### config.mk
export PLATFORM = sky130hd
export DESIGN_NAME = svg_ctrl
export DESIGN_NICKNAME = d
export VERILOG_FILES = /design/src/rtl/svg_pkg.sv /design/src/rtl/svg_ctrl.sv
export SDC_FILE = /design/constraint.sdc
export NUM_CORES = 1
export LEC_CHECK = 0
export BUFFER_PORTS_ARGS = -buffer_cell sky130_fd_sc_hd__buf_2
export CORE_MARGIN = 2
export CORE_UTILIZATION = 54
export DETAILED_ROUTE_END_ITERATION = 8
export GPL_TIMING_DRIVEN = 0
export MAX_ROUTING_LAYER = met4
export PLACE_DENSITY = 0.83
export SYNTH_ARGS = -nofsm -noshare
export SYNTH_HDL_FRONTEND = slang
export SYNTH_SLANG_ARGS = --single-unit
### constraint.sdc
create_clock -name clk_i -period 6.4 [get_ports clk_i]
set_clock_uncertainty 0.05 [all_clocks]
set_input_delay 0.96 -clock clk_i [delete_from_list [all_inputs] [get_ports clk_i]]
set_output_delay 0.96 -clock clk_i [all_outputs]
set_load 0.02 [all_outputs]
### src/rtl/svg_pkg.sv
// Shared types, field widths, opcodes and constants of the state vector gate unit.
// Depends on nothing; every other file but svg_ram and svg_checker imports it.
`timescale 1ns / 1ps

package svg_pkg;

  localparam int unsigned OPCODE_W = 4;
  localparam int unsigned INDEX_W  = 10;
  localparam int unsigned DATA_W   = 18;
  localparam int unsigned QUBIT_W  = 4;
  localparam int unsigned ANGLE_W  = 16;
  localparam int unsigned CFG_W    = 4;

  localparam int unsigned MAX_QUBITS_DEF = 10;
  localparam int unsigned AMP_WIDTH_DEF  = 18;
  localparam logic [CFG_W-1:0] QUBIT_COUNT_RST = 4'd10;

  localparam int unsigned COEF_W = 18;
  localparam logic signed [COEF_W-1:0] COEF_ONE    = 18'sd65536;
  localparam logic signed [COEF_W-1:0] COEF_HALF   = 18'sd32768;
  localparam logic signed [COEF_W-1:0] COEF_RSQRT2 = 18'sd46341;

  localparam int unsigned CORDIC_W = 34;
  localparam logic [3:0] CORDIC_LAST = 4'd15;
  localparam logic signed [CORDIC_W-1:0] CORDIC_GAIN = 34'sd652032874;

  typedef enum logic [OPCODE_W-1:0] {
    OP_WRITE = 4'd0,
    OP_READ  = 4'd1,
    OP_X     = 4'd2,
    OP_RZ    = 4'd3,
    OP_RX    = 4'd4,
    OP_SX    = 4'd5,
    OP_CZ    = 4'd6,
    OP_RZZ   = 4'd7,
    OP_ECR   = 4'd8
  } op_e;

  typedef struct packed {
    logic       capture;
    logic       wr_single;
    logic       rd_single;
    logic       cordic_start;
    logic       grp_clr;
    logic       grp_inc;
    logic       rd_en;
    logic       calc_en;
    logic [1:0] member;
    logic       out_load;
  } svg_cmd_t;

  typedef struct packed {
    logic is_write;
    logic is_read;
    logic bad;
    logic needs_cordic;
    logic two_q;
    logic cordic_done;
    logic last_grp;
    logic pipe_busy;
  } svg_stat_t;

  function automatic logic signed [CORDIC_W-1:0] atan_at(logic [3:0] step);
    case (step)
      4'd0:    return 34'sd536870912;
      4'd1:    return 34'sd316933406;
      4'd2:    return 34'sd167458907;
      4'd3:    return 34'sd85004756;
      4'd4:    return 34'sd42667331;
      4'd5:    return 34'sd21354465;
      4'd6:    return 34'sd10679838;
      4'd7:    return 34'sd5340245;
      4'd8:    return 34'sd2670163;
      4'd9:    return 34'sd1335087;
      4'd10:   return 34'sd667544;
      4'd11:   return 34'sd333772;
      4'd12:   return 34'sd166886;
      4'd13:   return 34'sd83443;
      4'd14:   return 34'sd41722;
      4'd15:   return 34'sd20861;
      default: return '0;
    endcase
  endfunction

endpackage

### src/rtl/svg_ctrl.sv
// Controller: sequences commands, group reads, compute slots and the result beat.
// Depends on svg_pkg.
`timescale 1ns / 1ps

module svg_ctrl (
  input  logic               clk_i,
  input  logic               rst_ni,
  input  logic               in_valid_i,
  output logic               in_ready_o,
  output logic               out_valid_o,
  input  logic               out_ready_i,
  input  svg_pkg::svg_stat_t stat_i,
  output svg_pkg::svg_cmd_t  cmd_o
);
  import svg_pkg::*;

  typedef enum logic [8:0] {
    ST_IDLE   = 9'b000000001,
    ST_DECODE = 9'b000000010,
    ST_READW  = 9'b000000100,
    ST_CORDIC = 9'b000001000,
    ST_RD     = 9'b000010000,
    ST_RWAIT  = 9'b000100000,
    ST_CALC   = 9'b001000000,
    ST_DRAIN  = 9'b010000000,
    ST_RESP   = 9'b100000000
  } state_e;

  state_e     state_q, state_d;
  logic [1:0] mem_q, mem_d;
  logic       valid_q, valid_d;
  logic       last_mem;

  always_comb begin
    state_d  = state_q;
    mem_d    = mem_q;
    valid_d  = valid_q;
    cmd_o    = '0;
    last_mem = (mem_q == (stat_i.two_q ? 2'd3 : 2'd1));
    cmd_o.member = mem_q;
    if (valid_q && out_ready_i) begin
      valid_d = 1'b0;
    end
    case (state_q)
      ST_IDLE: begin
        if (in_valid_i) begin
          cmd_o.capture = 1'b1;
          state_d       = ST_DECODE;
        end
      end
      ST_DECODE: begin
        cmd_o.grp_clr = 1'b1;
        mem_d         = '0;
        if (stat_i.is_write) begin
          cmd_o.wr_single = 1'b1;
          state_d         = ST_RESP;
        end else if (stat_i.is_read) begin
          cmd_o.rd_single = 1'b1;
          state_d         = ST_READW;
        end else if (stat_i.bad) begin
          state_d = ST_RESP;
        end else if (stat_i.needs_cordic) begin
          cmd_o.cordic_start = 1'b1;
          state_d            = ST_CORDIC;
        end else begin
          state_d = ST_RD;
        end
      end
      ST_READW: begin
        state_d = ST_RESP;
      end
      ST_CORDIC: begin
        if (stat_i.cordic_done) begin
          state_d = ST_RD;
        end
      end
      ST_RD: begin
        cmd_o.rd_en = 1'b1;
        if (last_mem) begin
          mem_d   = '0;
          state_d = ST_RWAIT;
        end else begin
          mem_d = mem_q + 2'd1;
        end
      end
      ST_RWAIT: begin
        state_d = ST_CALC;
      end
      ST_CALC: begin
        cmd_o.calc_en = 1'b1;
        if (last_mem) begin
          mem_d = '0;
          if (stat_i.last_grp) begin
            state_d = ST_DRAIN;
          end else begin
            cmd_o.grp_inc = 1'b1;
            state_d       = ST_RD;
          end
        end else begin
          mem_d = mem_q + 2'd1;
        end
      end
      ST_DRAIN: begin
        if (!stat_i.pipe_busy) begin
          state_d = ST_RESP;
        end
      end
      ST_RESP: begin
        if (!valid_q || out_ready_i) begin
          cmd_o.out_load = 1'b1;
          valid_d        = 1'b1;
          state_d        = ST_IDLE;
        end
      end
      default: begin
        state_d = ST_IDLE;
      end
    endcase
  end

  always_ff @(posedge clk_i or negedge rst_ni) begin
    if (!rst_ni) begin
      state_q <= ST_IDLE;
      mem_q   <= '0;
      valid_q <= 1'b0;
    end else begin
      state_q <= state_d;
      mem_q   <= mem_d;
      valid_q <= valid_d;
    end
  end

  assign in_ready_o  = (state_q == ST_IDLE);
  assign out_valid_o = valid_q;

endmodule

After elaboration in Yosys (flattened, before gate mapping)
Cells that the tools add are included.
- register bits: 12
- input port bits: 12
- output and inout port bits: 13
- logic and storage cells: 60
- add/subtract/negate cells: 1
- equal/unequal tests: 16
- muxes and demuxes: 34
- reduce and logical (&&, ||, !) cells: 6
- operators by type and width (kind ; count):
    $mux 9 ; 9
    $pmux 9 s9 ; 1
    $mux 1 ; 17
    $ne 2x2->1 const B ; 6
    $eq 9x1->1 const B ; 1
    $eq 9x2->1 const B ; 1
    $eq 9x3->1 const B ; 1
    $eq 9x4->1 const B ; 1
    $eq 9x5->1 const B ; 1
    $eq 9x6->1 const B ; 1
    $eq 9x7->1 const B ; 1
    $eq 9x8->1 const B ; 1
    $eq 9x9->1 const B ; 1
    $mux 8 ; 1
    $mux 2 ; 3
    $reduce_and 6->1 ; 1
    $mux 5 ; 1
    $mux 4 ; 1
    $pmux 2 s2 ; 1
    $add 2x1->2 const B ; 1
    $eq 2x2->1 ; 1
    $reduce_bool 2->1 ; 1
    $reduce_or 2->1 ; 1
    $logic_and 1x1->1 ; 1
    other kinds (2) ; 2

Depth between registers and ports, before layout
- word-level depth: 5
- mapped depth: 7
- gate-level depth less buffers: 5

Least setup slack after synthesis
OpenSTA, ideal clock, no wires.
- path kind: flip-flop to output port
- from: register state_q[6]
- to: output cmd_o[10] (netlist name)
- data arrival time: 1760 ps
- data required time: 5390 ps
- path slack: 3630 ps
- stages on the path, launching flop included: 6
- path buffers: 1
- cells stage by stage: dfrtp_1 -> clkbuf_1 -> or4_1 -> nor2_1 -> and3b_1 -> and2_1
- RTL lines (what ; RTL line ; text):
    start: declaration ; svg_ctrl.sv:29 ; state_e state_q, state_d;
    start signal: assignment ; svg_ctrl.sv:127 ; state_q <= state_d;
    end: declaration ; svg_ctrl.sv:13 ; output svg_pkg::svg_cmd_t cmd_o

==> key figures <==
GRT
  – Largest net degree at the start of global routing: 13
  – First-pass GRT wire length: 3.15 mm
  – GR Util All Layers: 0.230
  – Number of global-route vias before repair: a little over 700
  – Total global routing overflow: 0
  – Initial antenna violation count: 0

Logic synthesis
  – Post-synthesis sequential area ratio: 0.348
  – Number of flops mapped to enable cells by yosys: 0
  – Mapped Nets: 107
  – #FFs+latches synth: 12
  – Yosys Warn Count: 0
  – Most common cell in the netlist: dfrtp_1
  – Synth area leaders: dfrtp_1, and3b_1, nor2_1, dfstp_2, xnor2_1
  – Syn Inst Count: 95
  – Synth Flop Type: dfrtp_1
  – Fraction of registers with async set/reset: 1.00
  – Post-synth cell types: 41
  – Synthesized area: about 870 sq um
  – Synth area leader: dfrtp_1
  – Top cells by count, synth: dfrtp_1, nor2_1, nor3_1
  – Avg Inst Size Synth: 9.13 sq um
  – Post-synth top area share: 0.317

Worst setup path
  – Crit-path max FO: 8
  – Reg-to-Reg Start: state_q[8]
  – Worst EP arrival: 2130 ps
  – Crit end category: output port
  – Crit. Startpoint: state_q[6]
  – FF-to-FF End: state_q[8]
  – Crit path required time: 5390 ps
  – Path depth of the worst reg2reg path: 6
  – Reg2reg setup slack: approximately 4000 ps
  – Kind of critical path: register to output port
  – Startpoint Class: register
  – Critical path destination: cmd_o[10]

Routing
  – Residual DRC count: 0
  – WL met3: ~96 microns
  – Detail Route Antenna Nets: 0
  – Max layer used: met4
  – Metal2 WL: about 970 microns
  – WL per Instance: 14.2 microns
  – DR iter-0 viols: 36
  – DRT Pass-1 Iters: 4
  – WL final: 1.98 mm
  – Via density: 5.94
  – DRT met1 WL: 886 microns
  – Via total after detailed routing: 826

Clock tree
  – CTS H-tree lvls: 1
  – Clk sink count: 12
  – Root buf cell: clkbuf_4
  – Postcts setup bufs: 0
  – CTS Buf Count: 3
  – CTS tree: done
  – Post-CTS sizing: 0
  – CTS Hold Buffers Added: 0
  – Clock Latency Late Sink: about 280 ps
  – Clock Tree Buf Depth: 2
  – Reg clk slew, reported paths: roughly 80 ps

Timing
  – Fmax: 319 MHz
  – Max_slew headroom: 0.667
  – Pins Over Slew Limit: 0
  – Worst-margin pin slew: ~490 ps
  – Min Hold Slack: 465 ps
  – Final period util: 0.491
  – RSZ-0062 raised after global routing: no
  – Minimum clock period: 3140 ps
  – Setup violations, final: 0
  – TNS Setup: 0 ps
  – Final hold viol count: 0

Placed design
  – Post-DP HPWL: 1.52 mm
  – I/O Buffers: 24
  – Gp weighted congestion: 0.853

Layout
  – Total Nets Final: 136
  – Layout area overhead: 19.2%
  – Layout cells sized above 1: 0.309
  – FILL cells: 120
  – Diode count: 0

Power and ir drop
  – Lkg Pwr: 0.000550 uW
  – PwrDens: roughly 320 nW/um^2
  – Maximum vdd ir drop: 0.278 mV
  – Total power: 326 uW

Die
  – Rows: 14
  – Core area: 1510 sq um
  – I/O pin count: 25
  – Die area: 1940 sq um
  – Initial Util: 0.576
  – Die Ht: 44.1 microns
  – Die width: 44.1 microns

Run
  – Max-Cap Viols: 0

Min path
  – Worst hold stages: 1
  – Worst min path class: register to register

Outcome
  – Outcome: finished clean
## layout make-up
type	instances	area, sq um	area share
Multi-Input combinational cell	75	528	0.511
Sequential cell	12	302	0.292
Timing Repair Buffer	24	120	0.116
Clock buffer	4	26.3	0.0254
Buffer	5	26.3	0.0254
Tap cell	16	20.0	0.0194
Inverter	3	11.3	0.0109
## placed cells by master (no fill, tap or decap), types with 2 or more instances in the layout
cell	Yosys	routed
dfrtp_1	11	11
or3_1	2	2
and3b_1	4	4
nand4_1	2	2
a21oi_1	2	2
or2_2	2	2
nand2b_1	2	2
mux2_2	2	2
nand2_2	2	2
buf_2	0	24
nor4b_1	2	2
and2_1	3	3
and3_1	3	3
nand4b_1	2	2
inv_1	3	3
mux2_1	2	2
nor3_1	5	5
nor2_1	9	9
nor4_1	2	2
a21o_1	2	2
clkbuf_4	0	3
clkbuf_1	4	5
xnor2_1	3	3
nand2_1	4	4
nor2b_1	4	4
## worst min-delay path by stage
stage                     startpoint    endpoint  slack [ps]
final                       mem_q[1]    mem_q[1]         460
after global routing          rst_ni  state_q[4]         500
after CTS                   mem_q[1]    mem_q[1]         470
after detailed placement    mem_q[1]    mem_q[1]         460
after global placement      mem_q[1]    mem_q[1]         440
after floorplan           state_q[8]  state_q[8]         530
## logic make-up (layout without fill, tap and decap cells)
group / Yosys count / after routing / synth area share
XOR/XNOR: 4 / 4 / 0.0404
flip-flops: 12 / 12 / 0.348
AO/OA/AOI/OAI: 12 / 12 / 0.104
multiplexers: 4 / 4 / 0.0519
AND/OR/NAND/NOR: 55 / 55 / 0.413
buffers and inverters: 8 / 36 / 0.0433
## stage by stage
stage	instance area [sq um]	setup slack, ps	std cells	utilization
finish	1030	3260	139	0.686
global route	1030	3180	139	0.686
CTS	1030	3270	139	0.686
detailed placement	1010	3570	135	0.669
global placement	1010	3610	135	0.669
floorplan	867	3630	95	-
## registers in the layout, indices dropped and copies added, names as in the netlist
signal / cells
state_q: 9
out_valid_o: 1
mem_q: 2
## report_power, final
part	internal [uW]	switching, uW
clock network	24.2	26.4
registers	91.6	16.2
logic	70.9	97.1
## critical path, cell delays in order (launching register included)
cell and delay [ps]:
dfrtp_1 360, clkbuf_1 190, or4_1 560, nor2_1 220, and3b_1 240, and2_1 130
buf_2 150
## metal layers
metal / GRT usage / vias to the layer above
met5: - / -
met4: 0.0788 / 0
met3: 0.0367 / 4
met2: 0.368 / 29
met1: 0.297 / 385
li1: - / 408
(Power assumes the default switching activity.)
